==> config.mk <==
export PLATFORM = sky130hd
export DESIGN_NAME = stwf_state_ram
export DESIGN_NICKNAME = d
export VERILOG_FILES = /design/src/stwf_pkg.sv /design/src/stwf_state_ram.sv
export SDC_FILE = /design/constraint.sdc
export NUM_CORES = 1
export LEC_CHECK = 0
export ABC_AREA = 1
export BUFFER_PORTS_ARGS = -buffer_cell sky130_fd_sc_hd__buf_2
export CAP_MARGIN = 15
export CELL_PAD_IN_SITES_DETAIL_PLACEMENT = 0
export CELL_PAD_IN_SITES_GLOBAL_PLACEMENT = 1
export CORE_MARGIN = 2
export CORE_UTILIZATION = 41
export DETAILED_ROUTE_END_ITERATION = 8
export PLACE_DENSITY = 0.83
export SYNTH_ARGS = -nofsm -noshare
export SYNTH_HDL_FRONTEND = slang
export SYNTH_SLANG_ARGS = --single-unit
==> constraint.sdc <==
create_clock -name clk -period 1.5 [get_ports clk]
set_clock_uncertainty 0.2 [all_clocks]
set_input_delay 0.15 -clock clk [delete_from_list [all_inputs] [get_ports clk]]
set_output_delay 0.15 -clock clk [all_outputs]
set_load 0.1 [all_outputs]
==> src/stwf_pkg.sv <==
// stwf_pkg: shared constants, types and the sine table for the sine tone generator.
// No dependencies; every other file imports this package.
`default_nettype none

package stwf_pkg;

  // Tone and table geometry
  localparam int TONE_SAMPLES   = 4800;
  localparam int SAMPLE_RATE_HZ = 16000;
  localparam int SINE_DEPTH     = 1024;

  // Field widths
  localparam int FREQ_W   = 13;
  localparam int PEAK_W   = 15;
  localparam int SAMPLE_W = 16;
  localparam int PHASE_W  = 32;
  localparam int INDEX_W  = 13;

  // Input item modes
  localparam logic MODE_TICK  = 1'b0;
  localparam logic MODE_START = 1'b1;

  localparam logic [PEAK_W-1:0] PEAK_RESET = PEAK_W'(16000);

  // Sine table addressing
  localparam int SINE_IDX_W   = $clog2(SINE_DEPTH);
  localparam int SINE_DEPTH_W = $clog2(SINE_DEPTH + 1);

  // Fade-out: amp = floor(peak * (TONE_SAMPLES - i) * 5 / TONE_SAMPLES) for i > FADE_START.
  // The divide is an exact multiply by a rounded-up reciprocal.
  localparam int     FADE_START   = (TONE_SAMPLES * 4) / 5;
  localparam int     FADE_SPAN    = TONE_SAMPLES - FADE_START;
  localparam int     DIST_W       = $clog2(FADE_SPAN * 5 + 1);
  localparam longint FADE_NUM_MAX = longint'(32767) * 5 * FADE_SPAN;
  localparam int     FADE_NUM_W   = $clog2(FADE_NUM_MAX + 1);
  localparam int     FADE_SHIFT   = FADE_NUM_W + $clog2(TONE_SAMPLES);
  localparam longint FADE_RECIP   =
    ((longint'(1) << FADE_SHIFT) + TONE_SAMPLES - 1) / TONE_SAMPLES;
  localparam int     RECIP_W      = $clog2(FADE_RECIP + 1);
  localparam int     FPROD_W      = (FADE_NUM_W + RECIP_W > FADE_SHIFT + PEAK_W) ?
                                    (FADE_NUM_W + RECIP_W) : (FADE_SHIFT + PEAK_W);

  // Phase increment: 2^32 = INC_WHOLE * rate + INC_FRAC, so
  // inc = freq * INC_WHOLE + floor((freq * INC_FRAC + rate/2) / rate),
  // the last divide again an exact reciprocal multiply.
  localparam longint INC_WHOLE   = (longint'(1) << PHASE_W) / SAMPLE_RATE_HZ;
  localparam longint INC_FRAC    = (longint'(1) << PHASE_W) % SAMPLE_RATE_HZ;
  localparam int     INC_WHOLE_W = $clog2(INC_WHOLE + 1);
  localparam int     INC_FRAC_W  = (INC_FRAC > 0) ? $clog2(INC_FRAC + 1) : 1;
  localparam longint INC_Y_MAX   =
    ((longint'(1) << FREQ_W) - 1) * INC_FRAC + SAMPLE_RATE_HZ / 2;
  localparam int     INC_Y_W     = $clog2(INC_Y_MAX + 1);
  localparam int     INC_SHIFT   = INC_Y_W + $clog2(SAMPLE_RATE_HZ);
  localparam longint INC_RECIP   =
    ((longint'(1) << INC_SHIFT) + SAMPLE_RATE_HZ - 1) / SAMPLE_RATE_HZ;
  localparam int     INC_RECIP_W = $clog2(INC_RECIP + 1);
  localparam int     INC_PROD_W  = INC_Y_W + INC_RECIP_W;

  // Per-tone state word kept in the state memory
  typedef struct packed {
    logic               playing;
    logic [INDEX_W-1:0] index;
    logic [PHASE_W-1:0] inc;
    logic [PHASE_W-1:0] acc;
  } state_word_t;

  typedef struct packed {
    logic        en;
    state_word_t data;
  } ram_wr_t;

  typedef struct packed {
    logic              start;
    logic [FREQ_W-1:0] freq;
  } div_req_t;

  typedef struct packed {
    logic               busy;
    logic               done;
    logic [PHASE_W-1:0] quot;
  } div_rsp_t;

  // Sine table, Q1.15, built at elaboration by a Q30 Taylor series
  typedef logic signed [SAMPLE_W-1:0] sine_tab_t [SINE_DEPTH];

  localparam longint unsigned PI_Q30      = 64'd3373259426;
  localparam longint unsigned HALF_PI_Q30 = 64'd1686629713;
  localparam longint unsigned TWO_PI_Q30  = 64'd6746518852;
  localparam longint unsigned ONE_Q30     = 64'd1073741824;

  function automatic logic signed [SAMPLE_W-1:0] sine_entry(input int unsigned k);
    longint unsigned a;
    longint unsigned x2;
    longint unsigned term;
    longint unsigned sum_pos;
    longint unsigned sum_neg;
    longint unsigned mag;
    longint unsigned v;
    logic            neg;
    logic [SAMPLE_W-1:0] r;
    a   = (64'(k) * TWO_PI_Q30) / SINE_DEPTH;
    neg = 1'b0;
    if (a >= PI_Q30) begin
      neg = 1'b1;
      a   = a - PI_Q30;
    end
    if (a > HALF_PI_Q30) a = (a >= PI_Q30) ? 64'd0 : PI_Q30 - a;
    x2      = (a * a) >> 30;
    term    = a;
    sum_pos = a;
    sum_neg = 64'd0;
    term    = ((term * x2) >> 30) / 6;
    sum_neg = sum_neg + term;
    term    = ((term * x2) >> 30) / 20;
    sum_pos = sum_pos + term;
    term    = ((term * x2) >> 30) / 42;
    sum_neg = sum_neg + term;
    term    = ((term * x2) >> 30) / 72;
    sum_pos = sum_pos + term;
    term    = ((term * x2) >> 30) / 110;
    sum_neg = sum_neg + term;
    term    = ((term * x2) >> 30) / 156;
    sum_pos = sum_pos + term;
    mag = (sum_pos > sum_neg) ? (sum_pos - sum_neg) : 64'd0;
    v   = (mag * 64'd32767 + (ONE_Q30 >> 1)) >> 30;
    if (v > 64'd32767) v = 64'd32767;
    r = SAMPLE_W'(v);
    return neg ? (SAMPLE_W'(0) - r) : r;
  endfunction

  function automatic sine_tab_t build_sine();
    sine_tab_t t;
    for (int k = 0; k < SINE_DEPTH; k++) t[k] = sine_entry(k);
    return t;
  endfunction

  localparam sine_tab_t SINE_TAB = build_sine();

endpackage

`default_nettype wire

==> src/stwf_state_ram.sv <==
// stwf_state_ram: synchronous state memory holding the tone state word, registered read.
// Depends on stwf_pkg (state_word_t, ram_wr_t); a valid bit makes it read as zero after reset.
`default_nettype none

module stwf_state_ram import stwf_pkg::*; (
  input  logic        clk,
  input  logic        rst_n,
  input  logic        rd_en,
  input  ram_wr_t     ram_wr,
  output state_word_t rd_data_r
);

  localparam int STATE_DEPTH = 1;

  state_word_t mem [STATE_DEPTH];
  logic        valid_r;

  always_ff @(posedge clk) begin
    if (ram_wr.en) mem[0] <= ram_wr.data;
  end

  always_ff @(posedge clk) begin
    if (!rst_n) begin
      valid_r <= 1'b0;
    end else if (ram_wr.en) begin
      valid_r <= 1'b1;
    end
  end

  // never-written entry reads as the reset state
  always_ff @(posedge clk) begin
    if (rd_en) rd_data_r <= valid_r ? mem[0] : '0;
  end

endmodule

`default_nettype wire

==> results.cfg <==
[run_status]
status = finished clean

[logic_synthesis]
synth.top_cells.by_area = edfxtp_1 87%, inv_1 5.5%, nand2_1 5.5%
syn_nets = 407
synth.top_cell.area_share_pct = 87.3
ys_seq_area_share_pct = 87.7
netlist_area_um2 = 5370
synth.avg_cell_area_um2 = 16.5
synth.distinct_cells = 7
syn_inst = 325
synth-seq-cells = 157
ys_warn_count = 0
yosysTopAreaCell = edfxtp_1

[die]
io_pins = 160
die_height_um = 118
start_util_pct = 42.2
die-width_um = 118
floorplan.rows = 41
coreArea_um2 = 12700
die_area_um2 = 14000

[hold_path]
holdPathStages = 2
whs_endpoint = mem[0][3]
worstHoldPathType = primary input to register
min_from = ram_wr[78]

[routing]
post_drt_wl_per_cell_um = 13.6
dr.pass1.iters = 4
drc = 0
drtIter0Drc = 139
wl_met2_um = 5340
top_layer_used = met4
wl_met3_um = 604
vias = 3215
viasPerCell = 4.20
wl_met1_um = 4150
postRouteAntennaNets = 0
wl_um = 10400

[sta]
hold_violations = 0
tns_ps = 0
period_minus_slack_ps = 1440
fmax_ghz = 0.696
finalSetupViolCount = 0
max_slew.worst_pin.slew_ps = 291
rsz0062_at_grt = false
slew_headroom_pct = 80.8
fin_crit_sh_pct = 95.8
final-max-slew-violation-count = 0

[setup_path]
reg2reg_depth = 3
worstSetupPathDepth = 1
timing.rr.start = valid_r
start_kind = register
crit_arrival_ps = 1090
critPathCaptureType = output pin
critPathMaxStageDelay_ps = 370
reg2reg_to = rd_data_r[69]
crit_path_max_fanout = 1
critPathSlowestCell = edfxtp_1
required_ps = 1150
critPathBufInv = 1
critical_path_class = register to output pin
crit_family = flip-flops
r2r_slack_ps = 380
cp_cell_sequence = buf_4

[clock_tree]
clockBufferDepth = 2
h-tree-depth = 4
path_clk_slew_ps = 60
clock_latency_ps = 410
cts-root-buf = clkbuf_16
cts_tree = built
cts.sinks = 157
cts_buffers = 17

[placement]
dp_hpwl_um = 6130
io_buffers = 159
placed_area_um2 = 6440
routabilityCongestion = 0.742

[global_routing]
grt_overflow_total = 0
grt_usage_pct = 15.7
antenna_found_initial = 0
first_global_vias = 3311
grt_max_degree = 45
grt_first_pass_wirelength_um = 16500

[cells_and_area]
final_layout_size_suffix_gt1_share_pct = 32.9
register_area_um2 = 4710
insertedDiodeCount = 0
nFillCells = 913
layout-area-overhead-vs-synth_pct = 49.3
postLayoutCellArea_um2 = 8010
multi_input_comb_area_um2 = 300
nNetsFinal = 662

[flow_run]
max-cap-violations = 0

[power_and_ir_drop]
vdd.ir_drop.worst_mv = 0.808
p_leak_nw = 3.74
powerDensity_nw_per_um2 = 1390
report_power, final:
group	switching, W	internal [W]	total, W
Combinational	0.00129	0.000451	0.00174
Clock	0.00167	0.00244	0.00410
Sequential	0.0000951	0.00519	0.00528
Total	0.00305	0.00807	0.0111
per-stage QoR:
step / util, % / power (W) / std cells / worst slack, ps / hold slack [ps]
CTS: 63.0 / 0.0112 / 765 / 18.7 / 5.50
floorplan: - / 0.00648 / 325 / 246 / 48.9
finish: 63.0 / 0.0111 / 765 / 62.9 / 15.9
global placement: 50.6 / 0.00684 / 653 / 379 / 128
global route: 63.0 / 0.0115 / 765 / 13.1 / 16.9
detailed placement: 50.6 / 0.00686 / 653 / 351 / 128
cells by family after synthesis:
logic type / share of synthesized area (%)
and+or+nand+nor: 5.60
DFF: 87.7
buffers and inverters: 6.72
cell usage in the layout, fill, tap and decap left out:
cell type,Yosys,routed
edfxtp_1,156,156
dlygate4sd3_1,0,80
buf_4,0,80
inv_1,79,79
buf_2,6,79
nand2_1,78,78
clkbuf_16,0,17
buf_12,0,6
clkinvlp_4,0,5
clkinv_4,0,3
clkinv_1,0,3
nor2_1,2,2
bufinv_16,0,2
inv_6,0,1
clkinv_2,0,1
dfxtp_2,0,1
per-layer routing:
| layer | up-vias | global-route usage, % |
|---|---|---|
| met2 | 124 | 27.1 |
| li1 | 1578 | - |
| met1 | 1488 | 17.4 |
| met3 | 25 | 5.45 |
| met4 | 0 | 7.66 |
| met5 | - | 0 |
how the worst max path moves through the flow:
stage                        startpoint            end  slack, ps
after global routing       rd_data_r[0]   rd_data_r[0]         10
final                      rd_data_r[5]   rd_data_r[5]         60
after floorplan            rd_data_r[0]   rd_data_r[0]        250
after CTS                  rd_data_r[0]   rd_data_r[0]         20
after detailed placement   rd_data_r[0]   rd_data_r[0]        350
after global placement    rd_data_r[73]  rd_data_r[73]        380
area by class of cell:
cell class                 instances  area share (%)
multi-input combinational         80            3.75
clock inverter                    15            1.86
sequential                       157            58.8
clock buffer                      17            5.31
tap                              172            2.69
timing repair buffer             245            23.9
inverter                          79            3.70
flip-flops by register name (all words and copies together) (netlist names):
signal	cells
rd_data_r	78
mem	78
valid_r	1
cell usage after synthesis, drive strengths merged:
library cell and number:
nand2 78, edfxtp 156, nor2 2, dfxtp 1, inv 79, buf 9
what timing repair did:
item / 4_1_cts / 5_1_grt
endpoints found under the hold margin: 88 / 0
gates resized for setup: 78 / 0
hold buffers: 80 / 0
setup buffers: 0 / 0
setup endpoints to repair: 78 / 0
(Power assumes the default switching activity.)
