### config.mk
export PLATFORM = sky130hd
export DESIGN_NAME = stwf_inc_div
export DESIGN_NICKNAME = d
export VERILOG_FILES = /design/src/stwf_pkg.sv /design/src/stwf_inc_div.sv
export SDC_FILE = /design/constraint.sdc
export NUM_CORES = 1
export LEC_CHECK = 0
export BUFFER_PORTS_ARGS = -buffer_cell sky130_fd_sc_hd__buf_2
export CORE_MARGIN = 4
export CORE_UTILIZATION = 50
export CTS_CLUSTER_DIAMETER = 100
export CTS_CLUSTER_SIZE = 12
export DETAILED_ROUTE_END_ITERATION = 8
export HOLD_SLACK_MARGIN = 0.03
export PLACE_DENSITY_LB_ADDON = 0.05
export SLEW_MARGIN = 20
export SYNTH_ARGS = -nofsm -noshare
export SYNTH_HDL_FRONTEND = slang
export SYNTH_SLANG_ARGS = --single-unit
### constraint.sdc
create_clock -name clk -period 8.8 [get_ports clk]
set_clock_uncertainty 0.2 [all_clocks]
set_input_delay 1.32 -clock clk [delete_from_list [all_inputs] [get_ports clk]]
set_output_delay 1.32 -clock clk [all_outputs]
set_load 0.02 [all_outputs]
### src/stwf_pkg.sv
// stwf_pkg: shared constants, types and the sine table for the sine tone generator.
// No dependencies; every other file imports this package.
`default_nettype none

package stwf_pkg;

  // Tone and table geometry
  localparam int TONE_SAMPLES   = 4800;
  localparam int SAMPLE_RATE_HZ = 16000;
  localparam int SINE_DEPTH     = 1024;

  // Field widths
  localparam int FREQ_W   = 13;
  localparam int PEAK_W   = 15;
  localparam int SAMPLE_W = 16;
  localparam int PHASE_W  = 32;
  localparam int INDEX_W  = 13;

  // Input item modes
  localparam logic MODE_TICK  = 1'b0;
  localparam logic MODE_START = 1'b1;

  localparam logic [PEAK_W-1:0] PEAK_RESET = PEAK_W'(16000);

  // Sine table addressing
  localparam int SINE_IDX_W   = $clog2(SINE_DEPTH);
  localparam int SINE_DEPTH_W = $clog2(SINE_DEPTH + 1);

  // Fade-out: amp = floor(peak * (TONE_SAMPLES - i) * 5 / TONE_SAMPLES) for i > FADE_START.
  // The divide is an exact multiply by a rounded-up reciprocal.
  localparam int     FADE_START   = (TONE_SAMPLES * 4) / 5;
  localparam int     FADE_SPAN    = TONE_SAMPLES - FADE_START;
  localparam int     DIST_W       = $clog2(FADE_SPAN * 5 + 1);
  localparam longint FADE_NUM_MAX = longint'(32767) * 5 * FADE_SPAN;
  localparam int     FADE_NUM_W   = $clog2(FADE_NUM_MAX + 1);
  localparam int     FADE_SHIFT   = FADE_NUM_W + $clog2(TONE_SAMPLES);
  localparam longint FADE_RECIP   =
    ((longint'(1) << FADE_SHIFT) + TONE_SAMPLES - 1) / TONE_SAMPLES;
  localparam int     RECIP_W      = $clog2(FADE_RECIP + 1);
  localparam int     FPROD_W      = (FADE_NUM_W + RECIP_W > FADE_SHIFT + PEAK_W) ?
                                    (FADE_NUM_W + RECIP_W) : (FADE_SHIFT + PEAK_W);

  // Phase increment: 2^32 = INC_WHOLE * rate + INC_FRAC, so
  // inc = freq * INC_WHOLE + floor((freq * INC_FRAC + rate/2) / rate),
  // the last divide again an exact reciprocal multiply.
  localparam longint INC_WHOLE   = (longint'(1) << PHASE_W) / SAMPLE_RATE_HZ;
  localparam longint INC_FRAC    = (longint'(1) << PHASE_W) % SAMPLE_RATE_HZ;
  localparam int     INC_WHOLE_W = $clog2(INC_WHOLE + 1);
  localparam int     INC_FRAC_W  = (INC_FRAC > 0) ? $clog2(INC_FRAC + 1) : 1;
  localparam longint INC_Y_MAX   =
    ((longint'(1) << FREQ_W) - 1) * INC_FRAC + SAMPLE_RATE_HZ / 2;
  localparam int     INC_Y_W     = $clog2(INC_Y_MAX + 1);
  localparam int     INC_SHIFT   = INC_Y_W + $clog2(SAMPLE_RATE_HZ);
  localparam longint INC_RECIP   =
    ((longint'(1) << INC_SHIFT) + SAMPLE_RATE_HZ - 1) / SAMPLE_RATE_HZ;
  localparam int     INC_RECIP_W = $clog2(INC_RECIP + 1);
  localparam int     INC_PROD_W  = INC_Y_W + INC_RECIP_W;

  // Per-tone state word kept in the state memory
  typedef struct packed {
    logic               playing;
    logic [INDEX_W-1:0] index;
    logic [PHASE_W-1:0] inc;
    logic [PHASE_W-1:0] acc;
  } state_word_t;

  typedef struct packed {
    logic        en;
    state_word_t data;
  } ram_wr_t;

  typedef struct packed {
    logic              start;
    logic [FREQ_W-1:0] freq;
  } div_req_t;

  typedef struct packed {
    logic               busy;
    logic               done;
    logic [PHASE_W-1:0] quot;
  } div_rsp_t;

  // Sine table, Q1.15, built at elaboration by a Q30 Taylor series
  typedef logic signed [SAMPLE_W-1:0] sine_tab_t [SINE_DEPTH];

  localparam longint unsigned PI_Q30      = 64'd3373259426;
  localparam longint unsigned HALF_PI_Q30 = 64'd1686629713;
  localparam longint unsigned TWO_PI_Q30  = 64'd6746518852;
  localparam longint unsigned ONE_Q30     = 64'd1073741824;

  function automatic logic signed [SAMPLE_W-1:0] sine_entry(input int unsigned k);
    longint unsigned a;
    longint unsigned x2;
    longint unsigned term;
    longint unsigned sum_pos;
    longint unsigned sum_neg;
    longint unsigned mag;
    longint unsigned v;
    logic            neg;
    logic [SAMPLE_W-1:0] r;
    a   = (64'(k) * TWO_PI_Q30) / SINE_DEPTH;
    neg = 1'b0;
    if (a >= PI_Q30) begin
      neg = 1'b1;
      a   = a - PI_Q30;
    end
    if (a > HALF_PI_Q30) a = (a >= PI_Q30) ? 64'd0 : PI_Q30 - a;
    x2      = (a * a) >> 30;
    term    = a;
    sum_pos = a;
    sum_neg = 64'd0;
    term    = ((term * x2) >> 30) / 6;
    sum_neg = sum_neg + term;
    term    = ((term * x2) >> 30) / 20;
    sum_pos = sum_pos + term;
    term    = ((term * x2) >> 30) / 42;
    sum_neg = sum_neg + term;
    term    = ((term * x2) >> 30) / 72;
    sum_pos = sum_pos + term;
    term    = ((term * x2) >> 30) / 110;
    sum_neg = sum_neg + term;
    term    = ((term * x2) >> 30) / 156;
    sum_pos = sum_pos + term;
    mag = (sum_pos > sum_neg) ? (sum_pos - sum_neg) : 64'd0;
    v   = (mag * 64'd32767 + (ONE_Q30 >> 1)) >> 30;
    if (v > 64'd32767) v = 64'd32767;
    r = SAMPLE_W'(v);
    return neg ? (SAMPLE_W'(0) - r) : r;
  endfunction

  function automatic sine_tab_t build_sine();
    sine_tab_t t;
    for (int k = 0; k < SINE_DEPTH; k++) t[k] = sine_entry(k);
    return t;
  endfunction

  localparam sine_tab_t SINE_TAB = build_sine();

endpackage

`default_nettype wire

### src/stwf_inc_div.sv
// stwf_inc_div: reciprocal-multiply unit for the phase increment.
// Depends on stwf_pkg; quotient is round(freq * 2^32 / rate) modulo 2^32.
`default_nettype none

module stwf_inc_div import stwf_pkg::*; (
  input  logic     clk,
  input  logic     rst_n,
  input  div_req_t div_req,
  output div_rsp_t div_rsp
);

  logic [PHASE_W-1:0]    base_r, base_nxt;
  logic [INC_Y_W-1:0]    y_r,    y_nxt;
  logic [PHASE_W-1:0]    quot_r, quot_nxt;
  logic                  busy_r, busy_nxt;
  logic                  done_r, done_nxt;
  logic [INC_PROD_W-1:0] y_prod;

  always_comb begin
    // split the dividend into a whole part and a small remainder part
    base_nxt = div_req.freq * INC_WHOLE_W'(INC_WHOLE);
    y_nxt    = div_req.freq * INC_FRAC_W'(INC_FRAC) + INC_Y_W'(SAMPLE_RATE_HZ / 2);
    y_prod   = y_r * INC_RECIP_W'(INC_RECIP);
    quot_nxt = base_r + PHASE_W'(y_prod[INC_PROD_W-1:INC_SHIFT]);
    busy_nxt = div_req.start && !busy_r;
    done_nxt = busy_r;
  end

  always_ff @(posedge clk) begin
    if (div_req.start && !busy_r) begin
      base_r <= base_nxt;
      y_r    <= y_nxt;
    end
    if (busy_r) quot_r <= quot_nxt;
  end

  always_ff @(posedge clk) begin
    if (!rst_n) begin
      busy_r <= 1'b0;
      done_r <= 1'b0;
    end else begin
      busy_r <= busy_nxt;
      done_r <= done_nxt;
    end
  end

  assign div_rsp.busy = busy_r;
  assign div_rsp.done = done_r;
  assign div_rsp.quot = quot_r;

endmodule

`default_nettype wire

==> reports/metrics.yaml <==
setup_path:
  cp_slowest_stage_delay_ps: 570
  worst-endpoint-arrival_ps: 8360
  cp_max_fo: 8
  crit_type: "reg2reg"
  startpoint_type: "register"
  critPathRequiredTime_ps: 8700
  cpMostUsedCell: "fa_1"
  endpoint_kind: "register"
  critPathSlowestCell: "or4_4"
floorplan:
  fp.dieH_microns: 184
  initial_core_util_pct: 50.8
  io_pins: 50
  rows: 64
  die_area_sq_um: 34000
  die_x_microns: 184
  core_area_sq_um: 30600
timing:
  drv_slew: 0
  hold_violations: 0
  maxSlewHeadroom_pct: 41.4
  fmax_ghz: 0.118
  setup_viol: 0
  worstMarginPinSlew_ps: 879
  min_period_ps: 8460
  post-route-period-util_pct: 96.1
  worst_slack_ps: 342
status:
  status: "finished, final reports clean"
clock_tree:
  cts_hold_buf: 0
  cts_tree: "built"
  cts.path.max_buffers: 2
  clockRootBuffer: "clkbuf_16"
  worstSkewPairLatency_ps: 350
  cts.sinks: 84
  htree_levels: 3
  cts_buffers: 9
  clkTransAtPathRegs_ps: 90
global_routing:
  grt_pass1_vias: 10700
  grt_pass1_wl_microns: 56900
  grt-ovfl-total: 0
  grt_usage_pct: 21.3
  grt_max_degree: 52
  antenna_found_initial: 1
cells_and_area:
  post-route-util_pct: 55.5
  final_common_cell: "ha_1"
  antennaDiodeCount: 0
  fill_cells: 2785
  finalNonFillerCells: 1956
  final_cell_mix: "ha_1 (373), inv_1 (313), fa_1 (193), edfxtp_1 (82), xnor2_1 (55)"
  area_delta_synth_final_pct: 9.23
  nets: 2141
  drive_gt1_share_pct: 10.3
routing:
  vias: 10200
  antenna_left: 0
  drt_wl_total_microns: 34600
  drc: 0
  post_drt_wl_per_cell_microns: 17.7
  vias_per_cell: 5.22
  drtIter0Drc: 393
  drt-pass1-iter-count: 6
logic_synthesis:
  yosys_register_bits: 84
  synthArstFlopShare_pct: 0
  postSynthCellCount: 1458
  seq_area_frac_synth_pct: 16.1
  synth_edf_count: 82
  syn_avg_cell_area_sq_um: 10.7
  synth_area_sq_um: 15500
  synth_nets: 2044
  yosysUniqueCellTypes: 71
  yosysWarnings: 0
  ys.flop_type: "edfxtp_1"
placement:
  place.gp.congestion: 0.884
  io_buffers: 49
  pre_cts_slack_ps: 188
  dpl.cell_count: 1926
  dp_hpwl_microns: 30200
flow_run:
  maxCapViolations: 0
min_path:
  hold_class: "reg2reg"
[flip-flops by register name, indices dropped and copies added (netlist names)]
register	count
quot_r	32
done_r	1
base_r	32
y_r	18
busy_r	1
[synth_stat cells (4+ instances only)]
| cell type | number | area [sq um] |
|---|---|---|
| ha_1 | 375 | 4690 |
| inv_1 | 314 | 1180 |
| fa_1 | 195 | 3900 |
| edfxtp_1 | 82 | 2460 |
| xnor2_1 | 55 | 482 |
| a21oi_1 | 51 | 255 |
| nand2_1 | 47 | 176 |
| xor2_1 | 39 | 342 |
| a21o_1 | 38 | 285 |
| nor2_1 | 36 | 135 |
| o21ai_0 | 27 | 135 |
| nand3_1 | 22 | 110 |
| nor3_1 | 15 | 75.1 |
| and3_1 | 12 | 75.1 |
| a211oi_1 | 9 | 67.6 |
| nand4_1 | 9 | 56.3 |
| nor2b_1 | 9 | 56.3 |
| o21a_1 | 8 | 60.1 |
| nand2b_1 | 7 | 43.8 |
| o21ai_1 | 7 | 35.0 |
| a21oi_2 | 6 | 52.6 |
| nor3b_1 | 6 | 45.0 |
| o21bai_1 | 6 | 45.0 |
| or2_2 | 6 | 37.5 |
| o211ai_1 | 5 | 37.5 |
| or3_1 | 5 | 31.3 |
| a21boi_0 | 4 | 30.0 |
| and4_1 | 4 | 35.0 |
[layout make-up]
type                            count  area [sq um]  share of cell area (%)
Clock buffer                        9           225                    1.33
Timing Repair Buffer               92           586                    3.45
Multi-Input combinational cell   1054         11900                    70.2
Clock inverter                      7          76.3                   0.450
Tap cell                          396           495                    2.92
Inverter                          314          1180                    6.94
Sequential cell                    84          2500                    14.7
[metal layers]
| layer | wire [microns] | GRT usage, % |
|---|---|---|
| met1 | 16500 | 30.1 |
| met2 | 16400 | 35.8 |
| met3 | 990 | 2.64 |
| met4 | 590 | 3.87 |
| met5 | 13 | 0 |
[final timing paths]
path	slack, ps	depth (start not counted)	start	end
setup / recovery	340	33	y_r[15]$_DFFE_PP_	quot_r[16]$_DFFE_PP_
hold / removal	370	1	base_r[31]$_DFFE_PP_	quot_r[31]$_DFFE_PP_
setup reg to reg	340	33	y_r[15]$_DFFE_PP_	quot_r[16]$_DFFE_PP_
hold reg to reg	370	1	base_r[31]$_DFFE_PP_	quot_r[31]$_DFFE_PP_
[worst max-delay path: cells and delay by family, from the launching register on]
kind                     cells  cell delay (ps)
flip-flops                   1              550
adder cells (fa/ha/maj)      9             3670
AND/OR/NAND/NOR              7             1310
AO/OA/AOI/OAI                9             1580
buffers and inverters        6              650
XOR/XNOR                     2              240
[timing repair]
item                                    in CTS  in global routing
resized for setup                            0                 18
endpoints found under the setup margin       0                 19
setup buffers                                0                 13
[through the flow]
| step | hold WS (ps) | TNS, ps | cell area, sq um |
|---|---|---|---|
| 3_5_place_dp | 366 | 0 | 16500 |
| 6_report | 370 | 0 | 17000 |
| 4_1_cts | 379 | 0 | 16800 |
| 2_1_floorplan | 342 | 0 | 15500 |
| 3_3_place_gp | 360 | 0 | 16500 |
| 5_1_grt | 383 | -111 | 17000 |
[logic make-up (layout without fill, tap and decap cells)]
family | Yosys count | count (layout) | synth area share (%)
AOI/OAI and AO/OA | 192 | 192 | 8.48
and+or+nand+nor | 197 | 197 | 6.88
buffers and inverters | 320 | 422 | 7.79
DFF | 84 | 84 | 16.1
adders and majority gates | 570 | 570 | 55.3
xor gates and xnor gates | 95 | 95 | 5.44
Power is left out: the tool's default activity adds up to more than one toggle a clock period on the data nets, which glitch-free logic cannot reach.
